<file path="config.mk">
export PLATFORM = sky130hd
export DESIGN_NAME = aes192_keysched
export DESIGN_NICKNAME = d
export VERILOG_FILES = /design/src/rtl/aes192_pkg.sv /design/src/rtl/aes192_keysched.sv
export SDC_FILE = /design/constraint.sdc
export NUM_CORES = 2
export LEC_CHECK = 0
export BUFFER_PORTS_ARGS = -buffer_cell sky130_fd_sc_hd__buf_4
export CORE_AREA = 2 2 720 722
export CTS_CLUSTER_SIZE = 8
export DETAILED_ROUTE_END_ITERATION = 8
export DIE_AREA = 0 0 722 724
export PLACE_DENSITY_LB_ADDON = 0.05
export SLEW_MARGIN = 20
export SYNTH_ARGS = -nofsm -noshare
export SYNTH_HDL_FRONTEND = slang
export SYNTH_SLANG_ARGS = --single-unit
</file>
<file path="constraint.sdc">
create_clock -name clk -period 20.4 [get_ports clk]
set_clock_uncertainty 0.2 [all_clocks]
set_input_delay 3.06 -clock clk [delete_from_list [all_inputs] [get_ports clk]]
set_output_delay 3.06 -clock clk [all_outputs]
set_load 0.02 [all_outputs]
</file>
<file path="src/rtl/aes192_pkg.sv">
// Package: AES-192 decrypt types, S-box tables and GF(2^8) helpers.
package aes192_pkg;

  localparam int unsigned NUM_ROUNDS = 12;
  localparam int unsigned KEY_WORDS  = 6;

  typedef logic [127:0] block_t;
  typedef logic [31:0]  word_t;

  typedef enum logic [1:0] {
    REG_KEY0 = 2'd0,
    REG_KEY1 = 2'd1,
    REG_KEY2 = 2'd2
  } reg_idx_t;

  typedef enum logic [1:0] {
    KS_IDLE   = 2'd0,
    KS_EXPAND = 2'd1,
    KS_DONE   = 2'd2
  } ks_state_t;

  localparam logic [7:0] INV_SBOX [256] = '{
    8'h52, 8'h09, 8'h6A, 8'hD5, 8'h30, 8'h36, 8'hA5, 8'h38,
    8'hBF, 8'h40, 8'hA3, 8'h9E, 8'h81, 8'hF3, 8'hD7, 8'hFB,
    8'h7C, 8'hE3, 8'h39, 8'h82, 8'h9B, 8'h2F, 8'hFF, 8'h87,
    8'h34, 8'h8E, 8'h43, 8'h44, 8'hC4, 8'hDE, 8'hE9, 8'hCB,
    8'h54, 8'h7B, 8'h94, 8'h32, 8'hA6, 8'hC2, 8'h23, 8'h3D,
    8'hEE, 8'h4C, 8'h95, 8'h0B, 8'h42, 8'hFA, 8'hC3, 8'h4E,
    8'h08, 8'h2E, 8'hA1, 8'h66, 8'h28, 8'hD9, 8'h24, 8'hB2,
    8'h76, 8'h5B, 8'hA2, 8'h49, 8'h6D, 8'h8B, 8'hD1, 8'h25,
    8'h72, 8'hF8, 8'hF6, 8'h64, 8'h86, 8'h68, 8'h98, 8'h16,
    8'hD4, 8'hA4, 8'h5C, 8'hCC, 8'h5D, 8'h65, 8'hB6, 8'h92,
    8'h6C, 8'h70, 8'h48, 8'h50, 8'hFD, 8'hED, 8'hB9, 8'hDA,
    8'h5E, 8'h15, 8'h46, 8'h57, 8'hA7, 8'h8D, 8'h9D, 8'h84,
    8'h90, 8'hD8, 8'hAB, 8'h00, 8'h8C, 8'hBC, 8'hD3, 8'h0A,
    8'hF7, 8'hE4, 8'h58, 8'h05, 8'hB8, 8'hB3, 8'h45, 8'h06,
    8'hD0, 8'h2C, 8'h1E, 8'h8F, 8'hCA, 8'h3F, 8'h0F, 8'h02,
    8'hC1, 8'hAF, 8'hBD, 8'h03, 8'h01, 8'h13, 8'h8A, 8'h6B,
    8'h3A, 8'h91, 8'h11, 8'h41, 8'h4F, 8'h67, 8'hDC, 8'hEA,
    8'h97, 8'hF2, 8'hCF, 8'hCE, 8'hF0, 8'hB4, 8'hE6, 8'h73,
    8'h96, 8'hAC, 8'h74, 8'h22, 8'hE7, 8'hAD, 8'h35, 8'h85,
    8'hE2, 8'hF9, 8'h37, 8'hE8, 8'h1C, 8'h75, 8'hDF, 8'h6E,
    8'h47, 8'hF1, 8'h1A, 8'h71, 8'h1D, 8'h29, 8'hC5, 8'h89,
    8'h6F, 8'hB7, 8'h62, 8'h0E, 8'hAA, 8'h18, 8'hBE, 8'h1B,
    8'hFC, 8'h56, 8'h3E, 8'h4B, 8'hC6, 8'hD2, 8'h79, 8'h20,
    8'h9A, 8'hDB, 8'hC0, 8'hFE, 8'h78, 8'hCD, 8'h5A, 8'hF4,
    8'h1F, 8'hDD, 8'hA8, 8'h33, 8'h88, 8'h07, 8'hC7, 8'h31,
    8'hB1, 8'h12, 8'h10, 8'h59, 8'h27, 8'h80, 8'hEC, 8'h5F,
    8'h60, 8'h51, 8'h7F, 8'hA9, 8'h19, 8'hB5, 8'h4A, 8'h0D,
    8'h2D, 8'hE5, 8'h7A, 8'h9F, 8'h93, 8'hC9, 8'h9C, 8'hEF,
    8'hA0, 8'hE0, 8'h3B, 8'h4D, 8'hAE, 8'h2A, 8'hF5, 8'hB0,
    8'hC8, 8'hEB, 8'hBB, 8'h3C, 8'h83, 8'h53, 8'h99, 8'h61,
    8'h17, 8'h2B, 8'h04, 8'h7E, 8'hBA, 8'h77, 8'hD6, 8'h26,
    8'hE1, 8'h69, 8'h14, 8'h63, 8'h55, 8'h21, 8'h0C, 8'h7D
  };

  localparam logic [7:0] FWD_SBOX [256] = '{
    8'h63, 8'h7C, 8'h77, 8'h7B, 8'hF2, 8'h6B, 8'h6F, 8'hC5,
    8'h30, 8'h01, 8'h67, 8'h2B, 8'hFE, 8'hD7, 8'hAB, 8'h76,
    8'hCA, 8'h82, 8'hC9, 8'h7D, 8'hFA, 8'h59, 8'h47, 8'hF0,
    8'hAD, 8'hD4, 8'hA2, 8'hAF, 8'h9C, 8'hA4, 8'h72, 8'hC0,
    8'hB7, 8'hFD, 8'h93, 8'h26, 8'h36, 8'h3F, 8'hF7, 8'hCC,
    8'h34, 8'hA5, 8'hE5, 8'hF1, 8'h71, 8'hD8, 8'h31, 8'h15,
    8'h04, 8'hC7, 8'h23, 8'hC3, 8'h18, 8'h96, 8'h05, 8'h9A,
    8'h07, 8'h12, 8'h80, 8'hE2, 8'hEB, 8'h27, 8'hB2, 8'h75,
    8'h09, 8'h83, 8'h2C, 8'h1A, 8'h1B, 8'h6E, 8'h5A, 8'hA0,
    8'h52, 8'h3B, 8'hD6, 8'hB3, 8'h29, 8'hE3, 8'h2F, 8'h84,
    8'h53, 8'hD1, 8'h00, 8'hED, 8'h20, 8'hFC, 8'hB1, 8'h5B,
    8'h6A, 8'hCB, 8'hBE, 8'h39, 8'h4A, 8'h4C, 8'h58, 8'hCF,
    8'hD0, 8'hEF, 8'hAA, 8'hFB, 8'h43, 8'h4D, 8'h33, 8'h85,
    8'h45, 8'hF9, 8'h02, 8'h7F, 8'h50, 8'h3C, 8'h9F, 8'hA8,
    8'h51, 8'hA3, 8'h40, 8'h8F, 8'h92, 8'h9D, 8'h38, 8'hF5,
    8'hBC, 8'hB6, 8'hDA, 8'h21, 8'h10, 8'hFF, 8'hF3, 8'hD2,
    8'hCD, 8'h0C, 8'h13, 8'hEC, 8'h5F, 8'h97, 8'h44, 8'h17,
    8'hC4, 8'hA7, 8'h7E, 8'h3D, 8'h64, 8'h5D, 8'h19, 8'h73,
    8'h60, 8'h81, 8'h4F, 8'hDC, 8'h22, 8'h2A, 8'h90, 8'h88,
    8'h46, 8'hEE, 8'hB8, 8'h14, 8'hDE, 8'h5E, 8'h0B, 8'hDB,
    8'hE0, 8'h32, 8'h3A, 8'h0A, 8'h49, 8'h06, 8'h24, 8'h5C,
    8'hC2, 8'hD3, 8'hAC, 8'h62, 8'h91, 8'h95, 8'hE4, 8'h79,
    8'hE7, 8'hC8, 8'h37, 8'h6D, 8'h8D, 8'hD5, 8'h4E, 8'hA9,
    8'h6C, 8'h56, 8'hF4, 8'hEA, 8'h65, 8'h7A, 8'hAE, 8'h08,
    8'hBA, 8'h78, 8'h25, 8'h2E, 8'h1C, 8'hA6, 8'hB4, 8'hC6,
    8'hE8, 8'hDD, 8'h74, 8'h1F, 8'h4B, 8'hBD, 8'h8B, 8'h8A,
    8'h70, 8'h3E, 8'hB5, 8'h66, 8'h48, 8'h03, 8'hF6, 8'h0E,
    8'h61, 8'h35, 8'h57, 8'hB9, 8'h86, 8'hC1, 8'h1D, 8'h9E,
    8'hE1, 8'hF8, 8'h98, 8'h11, 8'h69, 8'hD9, 8'h8E, 8'h94,
    8'h9B, 8'h1E, 8'h87, 8'hE9, 8'hCE, 8'h55, 8'h28, 8'hDF,
    8'h8C, 8'hA1, 8'h89, 8'h0D, 8'hBF, 8'hE6, 8'h42, 8'h68,
    8'h41, 8'h99, 8'h2D, 8'h0F, 8'hB0, 8'h54, 8'hBB, 8'h16
  };

  function automatic logic [7:0] xtime(input logic [7:0] a);
    xtime = {a[6:0], 1'b0} ^ (a[7] ? 8'h1B : 8'h00);
  endfunction

  function automatic logic [7:0] mul9(input logic [7:0] a);
    logic [7:0] a2, a4, a8;
    a2 = xtime(a); a4 = xtime(a2); a8 = xtime(a4);
    mul9 = a8 ^ a;
  endfunction

  function automatic logic [7:0] mul11(input logic [7:0] a);
    logic [7:0] a2, a4, a8;
    a2 = xtime(a); a4 = xtime(a2); a8 = xtime(a4);
    mul11 = a8 ^ a2 ^ a;
  endfunction

  function automatic logic [7:0] mul13(input logic [7:0] a);
    logic [7:0] a2, a4, a8;
    a2 = xtime(a); a4 = xtime(a2); a8 = xtime(a4);
    mul13 = a8 ^ a4 ^ a;
  endfunction

  function automatic logic [7:0] mul14(input logic [7:0] a);
    logic [7:0] a2, a4, a8;
    a2 = xtime(a); a4 = xtime(a2); a8 = xtime(a4);
    mul14 = a8 ^ a4 ^ a2;
  endfunction

  // InvShiftRows then InvSubBytes; byte 0 in bits 127:120
  function automatic block_t inv_shift_sub(input block_t s);
    block_t t;
    for (int c = 0; c < 4; c++) begin
      for (int r = 0; r < 4; r++) begin
        t[127 - 8*(4*((c + r) % 4) + r) -: 8] = INV_SBOX[s[127 - 8*(4*c + r) -: 8]];
      end
    end
    inv_shift_sub = t;
  endfunction

  function automatic block_t inv_mix(input block_t s);
    block_t t;
    logic [7:0] a0, a1, a2, a3;
    for (int c = 0; c < 4; c++) begin
      a0 = s[127 - 32*c -: 8];
      a1 = s[119 - 32*c -: 8];
      a2 = s[111 - 32*c -: 8];
      a3 = s[103 - 32*c -: 8];
      t[127 - 32*c -: 8] = mul14(a0) ^ mul11(a1) ^ mul13(a2) ^ mul9(a3);
      t[119 - 32*c -: 8] = mul9(a0) ^ mul14(a1) ^ mul11(a2) ^ mul13(a3);
      t[111 - 32*c -: 8] = mul13(a0) ^ mul9(a1) ^ mul14(a2) ^ mul11(a3);
      t[103 - 32*c -: 8] = mul11(a0) ^ mul13(a1) ^ mul9(a2) ^ mul14(a3);
    end
    inv_mix = t;
  endfunction

endpackage

</file>
<file path="src/rtl/aes192_keysched.sv">
// Key schedule: expands the 192-bit key one word per cycle into round-key registers.
module aes192_keysched
  import aes192_pkg::*;
#(
  parameter int unsigned RK_WORDS = 52
) (
  input  logic                clk,
  input  logic                rst,
  input  logic [191:0]        key,
  input  logic                go,
  output logic                done,
  output logic [RK_WORDS*32-1:0] rk_flat
);

  localparam int unsigned CW = $clog2(RK_WORDS + 1);

  ks_state_t     state, state_next;
  logic [CW-1:0] cnt;
  logic [3:0]    rc_idx;
  word_t         rk [RK_WORDS];
  word_t         w_new, t_rot, t_sub;
  logic [2:0]    phase;
  logic [7:0]    rcon;

  // last six words form a sliding window; rk[cnt-6] and rk[cnt-1] read through it
  word_t win [KEY_WORDS];

  always_comb begin
    case (rc_idx)
      4'd1: rcon = 8'h01;
      4'd2: rcon = 8'h02;
      4'd3: rcon = 8'h04;
      4'd4: rcon = 8'h08;
      4'd5: rcon = 8'h10;
      4'd6: rcon = 8'h20;
      4'd7: rcon = 8'h40;
      4'd8: rcon = 8'h80;
      4'd9: rcon = 8'h1B;
      4'd10: rcon = 8'h36;
      default: rcon = 8'h00;
    endcase
  end

  always_comb begin
    t_rot = {win[5][23:0], win[5][31:24]};
    t_sub = {FWD_SBOX[t_rot[31:24]], FWD_SBOX[t_rot[23:16]],
             FWD_SBOX[t_rot[15:8]], FWD_SBOX[t_rot[7:0]]};
    if (phase == 3'd0) w_new = win[0] ^ t_sub ^ {rcon, 24'h0};
    else               w_new = win[0] ^ win[5];
  end

  always_comb begin
    state_next = state;
    case (state)
      KS_IDLE:   if (go) state_next = KS_EXPAND;
      KS_EXPAND: if (cnt == CW'(RK_WORDS - 1)) state_next = KS_DONE;
      KS_DONE:   if (go) state_next = KS_EXPAND;
      default:   state_next = KS_IDLE;
    endcase
  end

  always_ff @(posedge clk) begin
    if (rst) state <= KS_IDLE;
    else     state <= state_next;
  end

  always_ff @(posedge clk) begin
    if (go) begin
      for (int i = 0; i < KEY_WORDS; i++) begin
        win[i] <= key[191 - 32*i -: 32];
        rk[i]  <= key[191 - 32*i -: 32];
      end
      cnt    <= CW'(KEY_WORDS);
      phase  <= 3'd0;
      rc_idx <= 4'd1;
    end else if (state == KS_EXPAND) begin
      rk[cnt[$clog2(RK_WORDS)-1:0]] <= w_new;
      for (int i = 0; i < KEY_WORDS - 1; i++) win[i] <= win[i+1];
      win[5] <= w_new;
      cnt    <= cnt + 1'b1;
      if (phase == 3'd5) begin
        phase  <= 3'd0;
        rc_idx <= (rc_idx == 4'd10) ? 4'd0 : rc_idx + 1'b1;
      end else begin
        phase <= phase + 1'b1;
      end
    end
  end

  assign done = (state == KS_DONE) && !go;

  always_comb begin
    for (int i = 0; i < RK_WORDS; i++) rk_flat[i*32 +: 32] = rk[i];
  end

`ifndef SYNTH
  a_go_starts: assert property (@(posedge clk) disable iff (rst)
    go |=> state == KS_EXPAND) else $error("expansion did not start");
  a_cnt_range: assert property (@(posedge clk) disable iff (rst)
    state == KS_EXPAND |-> cnt < CW'(RK_WORDS)) else $error("word counter overran");
  a_done_after: assert property (@(posedge clk) disable iff (rst)
    $rose(state == KS_DONE) |-> $past(cnt) == CW'(RK_WORDS - 1))
    else $error("expansion ended early");
`endif

endmodule
</file>
### After elaboration in Yosys (flattened, before gate mapping)

Memories as Yosys holds them, arrays and structs flattened. A register that Yosys moved wholly into a read port is not among the register bits.
Cells that the tools add are included.

| storage, ports and cells | value |
|---|---|
| register bits after elaboration | 15 |
| bits in writable memories | 1856 |
| ROM bits | 8320 |
| output and inout bits | 1665 |
| word-level logic and storage cells | 76 |
| memories | 7 |

| operators by class | value |
|---|---|
| add/subtract/negate cells | 3 |
| order comparisons | 4 |
| equal/unequal tests | 7 |
| mux-type cells | 30 |
| bitwise logic cells | 13 |
| reduce and logical (&&, ||, !) cells | 8 |

Memories:

| memory | words | bits a word | read ports | clocked after Yosys merged registers in | write ports | RTL line | text |
|---|---|---|---|---|---|---|---|
| (no name shown) | 256 | 8 | 1 | 0 | 0 | aes192_keysched.sv:47 | `FWD_SBOX[t_rot[15:8]], FWD_SBOX[t_rot[7:0]]};` |
| (no name shown) | 256 | 8 | 1 | 0 | 0 | aes192_keysched.sv:47 |  |
| (no name shown) | 256 | 8 | 1 | 0 | 0 | aes192_keysched.sv:46 | `t_sub = {FWD_SBOX[t_rot[31:24]], FWD_SBOX[t_rot[23:16]],` |
| (no name shown) | 256 | 8 | 1 | 0 | 0 | aes192_keysched.sv:46 |  |
| rk | 52 | 32 | 52 | 0 | 6 | aes192_keysched.sv:20 | `word_t rk [RK_WORDS];` |
| win | 6 | 32 | 6 | 0 | 6 | aes192_keysched.sv:26 | `word_t win [KEY_WORDS];` |
| +1 memories | -- | -- | -- | -- | -- | -- |  |

Operator list:

| kind | count |
|---|---|
| 2-to-1 mux 32 bit | 8 |
| XOR 32 bit | 3 |
| 2-to-1 mux 8 bit | 8 |
| greater-or-equal comparator 9 bit, second input constant | 4 |
| inverter 8 -> 9 bit | 4 |
| OR reduction 32 bit | 1 |
| 2-to-1 mux 4 bit | 3 |
| adder 6 x 1 -> 6 bit, second input constant | 1 |
| equality test 6 bit, second input constant | 1 |
| 2-to-1 mux 1 bit | 6 |
| 2-to-1 mux 6 bit | 1 |
| OR 1 bit | 6 |
| adder 4 x 1 -> 4 bit, second input constant | 1 |
| equality test 4 bit, second input constant | 1 |
| 2-to-1 mux 2 bit | 2 |
| one-hot mux 2 bit (2 select lines) | 1 |
| AND reduction 2 bit | 2 |
| adder 3 x 1 -> 3 bit, second input constant | 1 |
| equality test 3 bit, second input constant | 1 |
| zero test 3 bit | 1 |
| 2-to-1 mux 3 bit | 1 |
| equality test 2 x 1 -> 1 bit, second input constant | 1 |
| equality test 2 bit, second input constant | 1 |
| zero test 2 bit | 1 |
| other kinds (5) | 5 |

### Depth between registers and ports, before layout

| depth | value |
|---|---|
| depth after elaboration | 8 |
| depth in mapped cells | 15 |

### Worst setup path after synthesis

Ideal clock, no wire load.

| path | value |
|---|---|
| path kind | input-to-reg |
| start point | input port go |
| end point | memory win[0][0] in the netlist's numbering (enable) |
| library setup time | 0.587 ns |
| data arrival time | 8.187 ns |
| required time | 19.613 ns |
| path slack | 11.426 ns |
| stages on the path | 3 |
| cell sequence | clkbuf_1 > clkbuf_1 > nand2b_1 |

RTL lines:

| what | RTL line | text |
|---|---|---|
| start, declared | aes192_keysched.sv:10 | `input logic go,` |
| end, declared | aes192_keysched.sv:26 |  |

### Worst setup path after layout

| path | value |
|---|---|
| start point | input port go |
| end point | output port done |

| on the way | value |
|---|---|
| longest elaborated chain between the ends | 2 |

Ends and longest elaborated chain:

| what | RTL line | text |
|---|---|---|
| zero test 1 bit | aes192_keysched.sv:90 | `assign done = (state == KS_DONE) && !go;` |
| logical AND 1 bit | aes192_keysched.sv:90 |  |
| end, declared | aes192_keysched.sv:11 | `output logic done,` |

Every way passes these cells.

==> results.md <==
Outcome:
- The run finished with clean final reports.

Pwr:
- The combinational power share is 23.9%.
- For this design the total switching power over the nets is 4340 µW.
- The overall power of the completed layout is 12200 µW.
- The analysis attributes to cell leakage a power of 0.0388 µW.
- The power share of the clock group is 36.7%.
- The largest vdd supply drop is 0.0000688 V.
- In this run switching power makes up 35.5% of total power.
- Sequential cells burn 39.4% of the power.
- In this run the power density over the cells is 113 mW/mm².
- The internal power of the cells totals 7890 µW.

Route:
- The final layout contains routed wiring with a total length of 574000 µm.
- The antenna violation net count after detailed routing is 0.
- For this run, design rule violations remaining after detail routing come to 0.
- The length of the first detailed-routing pass in iterations is 6.
- The wire length per cell is 40.7 µm.
- Across all layers, the routed design uses 58600 vias.
- The violation count after the first detailed-routing iteration is 5920.
- Dividing the detail-routed via count by the number of cells gives 4.16.

Clocking:
- The clock tree buffer depth is 4.
- The TritonCTS clock tree is yes.
- The H-tree was split into 5 levels.
- Hold repair after CTS inserted 0 buffers.
- The total clock buffers created by CTS is 283.
- Clock-pin slew was measured on the worst setup and hold paths at 0.05 ns.
- The number of gates resized after CTS was 0.
- For the worst-skew pair, the clock arrives at the later sink with an insertion delay of 0.93 ns.
- Post-CTS timing repair inserted 0 buffers for setup.
- The root buffer cell is sky130_fd_sc_hd__clkbuf_16.
- The tree built by TritonCTS fans out to 1879 sinks.

Setup path:
- The cell seen most often among critical-path stages is sky130_fd_sc_hd__buf_4.
- The slowest cell on the critical path is sky130_fd_sc_hd__nor3b_1.
- The worst setup path is of the in -> out kind.
- For the worst flop-to-flop path, the logic depth is 11.
- Traced cell by cell, the critical path runs through buf_4 -> nor3b_1 -> buf_4.
- The critical path arrival is 3.90 ns.
- The slack of the worst reg-to-reg path is 14.05 ns.
- For the worst setup path, the data required time is 17.14 ns.
- On the worst path, the slowest cell contributes a delay of 0.33 ns.
- The worst setup path is launched from an input port.
- Of all nets on the critical path, the largest fanout is 27.
- The worst setup path is captured at an output pin.

Finish:
- The fraction of the core area covered by cells at the end of the flow is 21.1%.
- Compared with the post-synthesis result, the final layout area differs by 41.3%.
- The commonest non-fill, non-tap cell in the layout is sky130_fd_sc_hd__buf_4.
- The proportion of layout cells with a drive suffix above 1 is 38.4%.
- At the end of the flow, the number of nets in the layout was 7443.
- The top cell types in the final layout, fill and taps aside, are sky130_fd_sc_hd__buf_4 (2072), sky130_fd_sc_hd__edfxtp_1 (1856), sky130_fd_sc_hd__nand2_1 (678).

Yosys:
- The combinational family with the most area after synthesis is simple AND/OR/NAND/NOR gates.
- Measured against the total synthesized area, the mux share comes to 4.39%.
- The synthesized netlist devotes 1.09% of its cell area to adder and majority cells.
- The parity-gate share of the synthesized area counting xor and xnor cells is 0.821%.
- Sorting the synthesized cells by area gives the leading types as sky130_fd_sc_hd__edfxtp_1 (73%), sky130_fd_sc_hd__nand2_1 (3.3%), sky130_fd_sc_hd__mux2_2 (2.1%), sky130_fd_sc_hd__mux4_2 (1.8%), sky130_fd_sc_hd__o21ai_0 (1.5%).
- The synthesized design contains 1879 register bits.
- The number of nets produced by synthesis is 5450.
- The average instance in the mapped netlist occupies 14.8 µm².
- After synthesis, the share of flip-flops with an asynchronous set or reset is 0%.
- Counting flops with a built-in enable in the synthesized netlist gives 1856.
- Summing the areas of all and, or, nand and nor instances in the mapped netlist gives 9.09% of the synthesized area.
- Yosys mapped the design onto 96 distinct sky130hd cell types.
- Summing the areas of all compound-gate instances in the mapped netlist gives 8.91% of the synthesized area.
- The synthesized netlist occupies a cell area of 0.0768 mm².
- The fraction of the yosys area taken by sequential cells is 73.1%.
- The cell count after synthesis is 5188.
- The fraction of post-synthesis cell area in the top cell type by area is 72.5%.
- For this run, the leading register cell type out of synthesis is sky130_fd_sc_hd__edfxtp_1.
- The Yosys warning count is 0.
- The dominant cell type by area after synthesis is sky130_fd_sc_hd__edfxtp_1.

Global route:
- The pin count of the biggest net entering global routing is 137.
- The initial antenna violation count was 110.
- The global router's overall resource usage is 20.9%.
- The number of global-route vias before repair is 56800.
- For this run the aggregate overflow at the end of global routing stands at 0.
- The first-pass GRT wire length is 706000 µm.

STA:
- The achievable clock frequency is 0.140 GHz.
- The worst path uses 35.1% of the clock period.
- The count of final hold-check violations is 0.
- The transition time at the pin with the least slew margin is 1.15 ns.
- The final critical path time including I/O delays and setup is 7.16 ns.
- The smallest hold slack is 0.274 ns.
- The final sum of negative setup slack is 0 ns.
- Setup violations remaining at the end of the flow were counted as 0.
- Measured against its own limit, the worst slew margin works out to 22.4%.
- Setup repair after global routing left no endpoint under its margin.
- The number of pins with negative max-slew slack in the final report was 0.

Floorplanning:
- The width of the die is 722 µm.
- In this run the vertical extent of the chip is 724 µm.
- The total die area is 0.523 mm².
- The floorplan step defined a core boundary enclosing 0.515 mm².
- The count of standard-cell rows is 264.
- The number of ports placed on the die boundary is 1860.
- The starting density of the core is 14.9%.

Placed design:
- Port buffering added 1859 buffers.
- Detailed placement finished with a half-perimeter wire length of 423000 µm.
- Routability-driven placement finished with a final weighted congestion of 0.866.

Job:
- The number of maximum-capacitance violations is 0.

Hold path:
- The path class of the lowest-slack min-delay path is reg -> reg.
- The depth of the worst hold-timing path is 2.
[worst max-delay path, delay by kind of cell]
family | cells | cell delay (ns)
and+or+nand+nor | 1 | 0.33
buffers and inverters | 2 | 0.49
[metal layers]
layer	track usage (%)	wire, µm	part of all wire, %	up-vias
met5	0	96	0.017	-
met4	5.36	16700	2.9	14
met3	4.53	36700	6.4	559
met2	38.7	299000	52	2729
met1	24.3	221000	38	31400
li1	-	-	-	23900
[registers in the layout, summed over array words and instances (netlist names)]
register	cells
rc_idx	4
state	2
phase	3
rk	1664
rcon	8
win	192
cnt	6
[through the flow]
stage,area (µm²),std cells,worst slack (ns)
6_report,109000,14100,13.24
5_1_grt,108000,14000,13.19
4_1_cts,108000,14000,13.21
3_5_place_dp,100000,13700,13.23
3_3_place_gp,100000,13700,13.23
2_1_floorplan,76800,5188,11.43
[area by class of cell]
class | count | area (µm²)
diodes | 40 | 100
clock buffers | 325 | 7350
clock inverters | 42 | 687
fillers | 55200 | 407000
inverters | 61 | 246
multi-input cells | 2865 | 19500
flip-flops and latches | 1879 | 56200
well taps | 6783 | 8490
repair buffers | 2091 | 16000
[worst paths after layout]
path                    from          to
setup / recovery          go        done
hold / removal    win[4][12]  win[3][12]
setup reg to reg  win[5][19]  rk[40][25]
hold reg to reg   win[4][12]  win[3][12]
[Yosys cell counts (all sizes together) (14+ instances only)]
| master | n |
|---|---|
| nand2b | 114 |
| a2111oi | 20 |
| a31oi | 59 |
| ha | 67 |
| a311oi | 52 |
| and2 | 25 |
| nor2b | 82 |
| or2 | 30 |
| or3 | 21 |
| nor3 | 87 |
| nand2 | 679 |
| clkbuf | 213 |
| a211o | 22 |
| o211ai | 43 |
| inv | 58 |
| a221oi | 36 |
| o311ai | 41 |
| o21ai | 242 |
| mux2 | 142 |
| xnor2 | 29 |
| nor3b | 25 |
| a21oi | 175 |
| dfxtp | 23 |
| a221o | 14 |
| mux4 | 63 |
| o31ai | 33 |
| o221ai | 15 |
| nand3b | 19 |
| buf | 170 |
| nand3 | 80 |
| o2111ai | 28 |
| and3 | 20 |
| edfxtp | 1856 |
| mux2i | 34 |
| nor2 | 282 |
| a21o | 17 |
| a211oi | 44 |
| o311a | 20 |
| xor2 | 31 |
[power groups by stage]
stage	Clock [µW]	Sequential, µW	Combinational (µW)
3_3_place_gp	0	4900	3080
4_1_cts	4660	4820	3060
6_report	4490	4820	2920
3_5_place_dp	0	4890	3050
5_1_grt	4770	4820	3080
2_1_floorplan	0	4920	987
[cell families after synthesis]
group	Yosys count
and+or+nand+nor	1509
AOI/OAI and AO/OA	988
xor gates and xnor gates	62
adders and majority gates	67
DFF	1879
muxes	239
buffers and inverters	444
No activity file was read; power rests on OpenSTA's default activity.
